**src/hdl/tlvd_pkg.sv**
```systemverilog
// ----------------------------------------------------------------------------
// tlvd_pkg
// shared constants and types for the length-type-value stream deframer
// ----------------------------------------------------------------------------
package tlvd_pkg;

   localparam int unsigned HDR_BYTES = 8;
   localparam int unsigned CNT_W     = 4;
   localparam int unsigned WORD_W    = 32;
   localparam int unsigned BYTE_W    = 8;

   // one result as produced by the parser for the current request
   typedef struct packed {
      logic              valid;
      logic [WORD_W-1:0] message_type;
      logic [WORD_W-1:0] message_length;
      logic [BYTE_W-1:0] payload_byte;
      logic              has_byte;
      logic              first_of_message;
      logic              last_of_message;
   } result_type;

endpackage

```
**src/hdl/tlvd_parser.sv**
```systemverilog
// ----------------------------------------------------------------------------
// tlvd_parser
// header collection and payload tracking, one byte per accepted request
// ----------------------------------------------------------------------------
module tlvd_parser (
   input  logic                                 clock,
   input  logic                                 reset,
   input  logic                                 accept,
   input  logic [tlvd_pkg::BYTE_W-1:0]          data_byte,
   output tlvd_pkg::result_type                 result
);

   logic [tlvd_pkg::CNT_W-1:0]  header_count_ff, header_count_in;
   logic [tlvd_pkg::WORD_W-1:0] length_ff, length_in;
   logic [tlvd_pkg::WORD_W-1:0] type_ff, type_in;
   logic [tlvd_pkg::WORD_W-1:0] remaining_ff, remaining_in;
   logic [tlvd_pkg::WORD_W-1:0] remaining_dec;
   logic [1:0]                  pos;
   logic                        in_header;
   logic [tlvd_pkg::CNT_W-1:0]  count_inc;

   assign in_header     = header_count_ff < tlvd_pkg::CNT_W'(tlvd_pkg::HDR_BYTES);
   assign pos           = header_count_ff[1:0];
   assign count_inc     = header_count_ff + tlvd_pkg::CNT_W'(1);
   assign remaining_dec = (remaining_ff != '0) ? remaining_ff - tlvd_pkg::WORD_W'(1)
                                               : remaining_ff;

   always_comb begin
      header_count_in = header_count_ff;
      length_in       = length_ff;
      type_in         = type_ff;
      remaining_in    = remaining_ff;

      result                  = '0;
      result.message_type     = type_ff;
      result.message_length   = length_ff;

      if (in_header) begin
         // little-endian byte lanes: length first, then type
         for (int i = 0; i < 4; i++) begin
            if (pos == 2'(i)) begin
               if (!header_count_ff[2]) begin
                  length_in[i*tlvd_pkg::BYTE_W +: tlvd_pkg::BYTE_W] = data_byte;
               end else begin
                  type_in[i*tlvd_pkg::BYTE_W +: tlvd_pkg::BYTE_W] = data_byte;
               end
            end
         end
         header_count_in = count_inc;
         if (count_inc == tlvd_pkg::CNT_W'(tlvd_pkg::HDR_BYTES)) begin
            if (length_in == '0) begin
               // empty message: one result with no byte
               result.valid            = 1'b1;
               result.message_type     = type_in;
               result.message_length   = length_in;
               result.first_of_message = 1'b1;
               result.last_of_message  = 1'b1;
               header_count_in         = '0;
            end else begin
               remaining_in = length_in;
            end
         end
      end else begin
         result.valid            = 1'b1;
         result.payload_byte     = data_byte;
         result.has_byte         = 1'b1;
         result.first_of_message = remaining_ff == length_ff;
         result.last_of_message  = remaining_ff <= tlvd_pkg::WORD_W'(1);
         remaining_in            = remaining_dec;
         header_count_in         = (remaining_dec == '0) ? '0
                                   : tlvd_pkg::CNT_W'(tlvd_pkg::HDR_BYTES);
      end
   end

   always_ff @(posedge clock) begin
      if (reset) begin
         header_count_ff <= '0;
         length_ff       <= '0;
         type_ff         <= '0;
         remaining_ff    <= '0;
      end else if (accept) begin
         header_count_ff <= header_count_in;
         length_ff       <= length_in;
         type_ff         <= type_in;
         remaining_ff    <= remaining_in;
      end
   end

endmodule

```
**src/hdl/tlv_stream_deframer_core.sv**
```systemverilog
// ----------------------------------------------------------------------------
// tlv_stream_deframer_core
// length-type-value deframer for a byte stream, 32-bit little-endian header
// ----------------------------------------------------------------------------
// The request channel (req_valid, req_stall, req_data_byte) takes one raw
// stream byte per accepted request. Eight header bytes (length, then type,
// both little-endian) give no response; each following payload byte gives one
// response on the rsp_ channel, tagged with type, length and first/last
// marks. A header whose length is zero gives a single response with
// rsp_has_byte low and both marks set.
// A response appears in the output register on the cycle after its request
// is accepted. Throughput is one byte per cycle while the receiver does not
// stall, set by the single parser step between request and output register.
// When the receiver stalls while a response is held, req_stall is raised
// and the held response stays unchanged; otherwise requests keep flowing.
// Synchronous reset clears the header counter, the length, type and
// remaining-byte registers and the output valid; the block then expects
// the first header byte.
// ----------------------------------------------------------------------------
module tlv_stream_deframer_core (
   input  logic                                clock,
   input  logic                                reset,
   input  logic                                req_valid,
   output logic                                req_stall,
   input  logic [tlvd_pkg::BYTE_W-1:0]         req_data_byte,
   output logic                                rsp_valid,
   input  logic                                rsp_stall,
   output logic [tlvd_pkg::WORD_W-1:0]         rsp_message_type,
   output logic [tlvd_pkg::WORD_W-1:0]         rsp_message_length,
   output logic [tlvd_pkg::BYTE_W-1:0]         rsp_payload_byte,
   output logic                                rsp_has_byte,
   output logic                                rsp_first_of_message,
   output logic                                rsp_last_of_message
);

   tlvd_pkg::result_type result;
   tlvd_pkg::result_type rsp_ff;
   logic                 rsp_valid_ff, rsp_valid_in;
   logic                 req_accept;
   logic                 out_free;

   assign out_free   = !rsp_valid_ff || !rsp_stall;
   assign req_stall  = !out_free;
   assign req_accept = req_valid && out_free;

   tlvd_parser u_parser (
      .clock     (clock),
      .reset     (reset),
      .accept    (req_accept),
      .data_byte (req_data_byte),
      .result    (result)
   );

   assign rsp_valid_in = out_free ? (req_accept && result.valid) : rsp_valid_ff;

   always_ff @(posedge clock) begin
      if (reset) begin
         rsp_valid_ff <= 1'b0;
      end else begin
         rsp_valid_ff <= rsp_valid_in;
      end
   end

   // payload register loads only when a new response is taken
   always_ff @(posedge clock) begin
      if (req_accept && result.valid) begin
         rsp_ff <= result;
      end
   end

   assign rsp_valid            = rsp_valid_ff;
   assign rsp_message_type     = rsp_ff.message_type;
   assign rsp_message_length   = rsp_ff.message_length;
   assign rsp_payload_byte     = rsp_ff.payload_byte;
   assign rsp_has_byte         = rsp_ff.has_byte;
   assign rsp_first_of_message = rsp_ff.first_of_message;
   assign rsp_last_of_message  = rsp_ff.last_of_message;

`ifndef SYNTHESIS
   // an empty message is always a single, complete response
   a_empty_msg : assert property (@(posedge clock) disable iff (reset)
      rsp_valid_ff && !rsp_ff.has_byte |-> rsp_ff.first_of_message
                                           && rsp_ff.last_of_message
                                           && rsp_ff.message_length == '0
                                           && rsp_ff.payload_byte == '0)
      else $error("empty message response malformed");

   // back-pressure only while a response is held
   a_stall_cause : assert property (@(posedge clock) disable iff (reset)
      req_stall |-> rsp_valid_ff && rsp_stall)
      else $error("request stalled without a held response");

   // a payload byte of a message with length one is both first and last
   a_len_one : assert property (@(posedge clock) disable iff (reset)
      rsp_valid_ff && rsp_ff.has_byte && rsp_ff.message_length == 32'd1
         |-> rsp_ff.first_of_message && rsp_ff.last_of_message)
      else $error("single-byte message not marked first and last");

   // output register empty straight after reset
   a_reset_clear : assert property (@(posedge clock)
      $past(reset) |-> !rsp_valid_ff)
      else $error("response valid after reset");
`endif

endmodule

```
**config.mk**
```make
export PLATFORM = sky130hd
export DESIGN_NAME = tlv_stream_deframer_core
export DESIGN_NICKNAME = d
export VERILOG_FILES = /design/src/hdl/tlvd_pkg.sv /design/src/hdl/tlvd_parser.sv /design/src/hdl/tlv_stream_deframer_core.sv
export SDC_FILE = /design/constraint.sdc
export NUM_CORES = 1
export LEC_CHECK = 0
export ABC_AREA = 1
export BUFFER_PORTS_ARGS = -buffer_cell sky130_fd_sc_hd__buf_2
export CAP_MARGIN = 10
export CORE_ASPECT_RATIO = 1.25
export CORE_MARGIN = 3
export CORE_UTILIZATION = 51
export DETAILED_ROUTE_END_ITERATION = 8
export PLACE_DENSITY_LB_ADDON = 0.2
export SYNTH_ARGS = -nofsm -noshare
export SYNTH_HDL_FRONTEND = slang
export SYNTH_SLANG_ARGS = --single-unit
```
**constraint.sdc**
```tcl
create_clock -name clock -period 3.4 [get_ports clock]
set_input_delay 0.17 -clock clock [delete_from_list [all_inputs] [get_ports clock]]
set_output_delay 0.17 -clock clock [all_outputs]
set_load 0.02 [all_outputs]
```
## After elaboration in Yosys (flattened, before gate mapping)

Index checks and enable logic that the tools add are counted.

- Add/subtract/negate cells: 2
- Order comparisons: 2
- Equality and inequality tests: 7
- Muxes and demuxes: 36
- Reduce and logical (&&, ||, !) cells: 12

Operators by type and width:

| kind | count |
|---|---|
| two-way mux 8 bit | 20 |
| two-way mux 65 bit | 2 |
| two-way mux 32 bit | 4 |
| zero test 32 bit | 2 |
| two-way mux 64 bit | 1 |
| == test 32 bit | 1 |
| less-or-equal comparator 32 x 1 -> 1 bit, second input constant | 1 |
| nonzero test 32 bit | 1 |
| subtractor 32 x 1 -> 32 bit, second input constant | 1 |
| two-way mux 4 bit | 4 |
| two-way mux 2 bit | 3 |
| adder 4 x 1 -> 4 bit, second input constant | 1 |
| == test 2 bit, second input constant | 2 |
| == test 4 bit, second input constant | 1 |
| less-than comparator 4 bit, second input constant | 1 |
| != test 2 bit, second input constant | 2 |
| zero test 1 bit | 3 |
| AND reduction 3 bit | 1 |
| == test 2 x 1 -> 1 bit, second input constant | 1 |
| logical AND 1 bit | 2 |
| zero test 2 bit | 1 |
| two-way mux 1 bit | 2 |
| AND reduction 2 bit | 1 |
| logical OR 1 bit | 1 |

- Bits in registers: 176
- Input bits: 12
- Output and inout bits: 77

## Depth between registers and ports, before layout

- Word-level depth: 8
- Gate-level depth with buffers: 18

## Cells and area by module

From an unflattened synthesis, not the netlist that was laid out.

- Cells, all modules: 1,290
- Area, all modules: 9,344.0 um^2

Modules (own cells, without submodules):

| module | instances | cells an instance | area an instance (um^2) |
|---|---|---|---|
| tlvd_parser | 1 | 1,204 | 7,023.0 |
| tlv_stream_deframer_core | 1 | 86 | 2,321.0 |

## Worst setup path before layout

OpenSTA, ideal clock, no wires.

- Path type: register to register
- Start point: reg u_parser.header_count_ff[1] (netlist bit)
- End point: reg rsp_ff (netlist bit rsp_first_of_message), enable pin
- Library setup time: 429 ps
- Arrival time: 3,235 ps
- Required time: 2,971 ps
- Setup slack: -265 ps
- Stages on the path, launching flop included: 15
- Path buffers: 1
- Clock period less this slack: 3,665 ps
- Path through: dfxtp_1 > inv_1 > ha_1 > nand2_4 > buf_6 > nand2_1 > o21ai_1 > nand2_1 > nor3_1 > nand3_1 > nor3_2 > nand2_1 > o21ai_0 > nand2_1 > inv_1

- Longest elaborated chain between the ends: 8
- Elaborated cells on any way between the ends: 20

Ends and longest elaborated chain:

| element | RTL line | source |
|---|---|---|
| start: declaration | tlvd_parser.sv:13 | `logic [tlvd_pkg::CNT_W-1:0] header_count_ff, header_count_in;` |
| start signal: assignment | tlvd_parser.sv:82 | `header_count_ff <= header_count_in;` |
| == test 2 x 1 -> 1 bit, or another cell as far along | tlvd_parser.sv:41 | `if (pos == 2'(i)) begin` |
| two-way mux 8 bit | tlvd_parser.sv:41 |  |
| two-way mux 8 bit | tlvd_parser.sv:38 | `if (in_header) begin` |
| zero test 32 bit | tlvd_parser.sv:51 | `if (length_in == '0) begin` |
| two-way mux 65 bit | tlvd_parser.sv:51 |  |
| two-way mux 65 bit | tlvd_parser.sv:50 | `if (count_inc == tlvd_pkg::CNT_W'(tlvd_pkg::HDR_BYTES)) begin` |
| two-way mux 1 bit * | tlvd_parser.sv:38 |  |
| logical AND 1 bit * | tlv_stream_deframer_core.sv:66 | `if (req_accept && result.valid) begin` |
| end signal: assignment | tlv_stream_deframer_core.sv:67 | `rsp_ff <= result;` |
| end: declaration | tlv_stream_deframer_core.sv:37 | `tlvd_pkg::result_type rsp_ff;` |

Mark *: on every way between the ends. The rest lies on a longest branch, timed or not. The select of a mux whose other input is x is not followed.
A chain may end at the register's enable or synchronous reset.

## Worst setup path in the final report

- Start point: reg u_parser.header_count_ff[0] (netlist bit)
- End point: reg rsp_ff (netlist bit rsp_message_length[19]), enable pin

The elaborated chain is that of the path after synthesis.

==> results.tsv <==
metric	value	unit
status	finished clean	
Gate power share	0.099	
Clock Tree Root	clkbuf_16	
fin. max-slew vios	0	
Core Footprint	0.0178	mm^2
Hold Path Class	in -> reg	
Core Util, Final	0.589	
clk sinks	176	
unrepaired setup endpoints after global routing	no	
YS warnings	0	
slew margin rel.	0.488	
mean post-synth cell area	7.08	um^2
chip height	158	um
synthesized instance count	1325	
filler instances	1668	
Fmax	321	MHz
H-tree lvl count	4	
CP Capture Type	flip-flop	
clock network latency to the later pin of the worst-skew pair	0.43	ns
drt total wl	27200	um
syn_nets	1344	
vias in the first global route	7929	
share of power burned in the clock network	0.417	
clock tree buffer depth	2	
most common cell after layout, fill and taps aside	nand2_1	
vias	8633	
# port buffers	88	
post-CTS setup-driven buffer insertion count	0	
CTS resizes	0	
commonest non-fill, non-tap cells in the layout	nand2_1 (404), nor2_1 (143), inv_1 (140)	
routed wire length per instance	17.1	um
DRT Pass-1 Iters	5	
sequential share of power	0.485	
Storage cell area	0.00427	mm^2
CTS clk-pin slew, worst paths	0.07	ns
first-pass GRT wire length	42800	um
Setup TNS	0	ns
I/O pin count	89	
period utilization	0.916	
Iter 0 DRT Violations	857	
Area growth syn-to-layout	11.5	%
critical-path maximum fanout	57	
share of cells above drive strength 1	0.115	
antenna-violating nets left	0	
Site Rows	54	
MaxCap Viol Count	0	
GRT overflow	0	
Peak VDD IR	0.312	mV
PwrDens	456	mW/mm^2
drt drc	0	
minimum clock period	3.11	ns
Leak	0.00518	uW
Via density	5.41	
Worst setup SP type	flip-flop	
Final Hold Fails	0	
crit path DAT	3.21	ns
starting density of the core	0.528	
Worst EP required	3.50	ns
Fin Clk Skew	0.00995	ns
die footprint	0.0201	mm^2
Final setup viols	0	
Worst-Margin Slew	0.767	ns
gpl congestion	0.983	
dpl hpwl	19700	um
antenna fix cells	0	
sw frac	0.268	
largest net degree at the start of global routing	64	
fin nets	1377	
initial antenna violation count	0	
die width	127	um
Worst Setup Path Type	reg -> reg	
sequential share of the synthesized area	0.455	
Internal	3490	uW
Synth Register Bits	176	
Post-CTS Hold Buffers	0	
CTS tree	yes	
Synth Cell Area	0.00939	mm^2
Psw	1280	uW
GRT Overall Usage	0.275	
synth unique cells	36	
multi-input logic area	0.00415	mm^2
CTS Buf Count	17	
area by class of cell:
cell class,count,area share
timing repair buffer,104,0.0571
clock inverter,13,0.0134
inverter,148,0.0542
sequential,176,0.408
multi-input combinational,911,0.397
tap,224,0.0268
clock buffer,19,0.0434
critical path: stages (launching register included):
cell	delay [ns]
dfxtp_1	0.34
inv_1	0.11
ha_1	0.24
nand2_4	0.14
o21ai_0	0.37
nand2_1	0.10
nor3_1	0.14
nand4_1	0.18
nor2_1	0.32
nand2_1	0.13
o21ai_0	0.16
nand2_1	0.12
clkinvlp_4	0.11
buf_12	0.27
per-layer routing:
metal	up-vias	global-route usage	routed length, um
li1	4310	-	-
met1	3925	0.351	11100
met2	322	0.456	13100
met3	76	0.0442	1760
met4	0	0.135	1280
met5	-	0	0
synth_stat cells, drive strengths merged:
cell / instances / area share
a21bo: 1 / 0.0011
a21oi: 74 / 0.039
a221oi: 7 / 0.0065
and2: 1 / 0.00067
buf: 26 / 0.017
clkbuf: 64 / 0.026
dfxtp: 101 / 0.22
edfxtp: 75 / 0.24
ha: 7 / 0.0093
inv: 148 / 0.060
nand2: 408 / 0.17
nand3: 26 / 0.016
nand4: 15 / 0.010
nor2: 146 / 0.059
nor3: 7 / 0.0043
nor4: 3 / 0.0020
o2111ai: 1 / 0.00093
o21a: 6 / 0.0048
o21ai: 180 / 0.097
o22ai: 6 / 0.0040
o31ai: 1 / 0.00080
xnor2: 6 / 0.0056
xor2: 16 / 0.015
sequential cells by signal, summed over array words and instances (netlist names), 4 cells and up:
register	flops
rsp_message_length	32
rsp_message_type	32
u_parser.length_ff	32
u_parser.remaining_ff	32
u_parser.type_ff	32
rsp_payload_byte	8
u_parser.header_count_ff	4
cells by family (layout without fill, tap and decap cells):
logic type,count (synthesis),count (layout),share of synthesized area
fa+ha+maj,7,7,0.00933
simple gates,606,606,0.257
flops,176,176,0.455
compound gates,276,276,0.154
xor+xnor,22,22,0.0205
buf+inv,238,284,0.103
path summary, 6_finish.rpt:
kind                                                 start                                to  slack (ns)  depth (start not counted)
setup / recovery  u_parser.header_count_ff[0]$_SDFFE_PP0P_  rsp_message_length[19]$_DFFE_PP_        0.29                         13
hold / removal                                   rsp_stall            rsp_valid$_SDFFE_PP0N_        0.07                          3
setup reg to reg  u_parser.header_count_ff[0]$_SDFFE_PP0P_  rsp_message_length[19]$_DFFE_PP_        0.29                         13
hold reg to reg         u_parser.length_ff[7]$_SDFFE_PP0P_   rsp_message_length[7]$_DFFE_PP_        0.44                          0
power by group through the flow:
stage,Sequential [uW],Clock [uW],Combinational [uW]
floorplan,2340,0,355
global placement,2360,0,452
detailed placement,2360,0,460
CTS,2310,2010,463
global route,2320,2100,532
finish,2310,1990,470
metrics by stage:
step	instance area (um^2)	total power [uW]	instances	hold slack, ns	worst slack, ns
finish	10500	4770	1595	0.0727	0.287
global route	10500	4950	1595	0.0929	0.0564
CTS	10500	4780	1595	0.0625	0.297
detailed placement	9870	2820	1563	0.418	0.343
global placement	9870	2810	1563	0.416	0.512
floorplan	9390	2690	1325	0.343	0.414
Power figures use the tool's default switching activity.
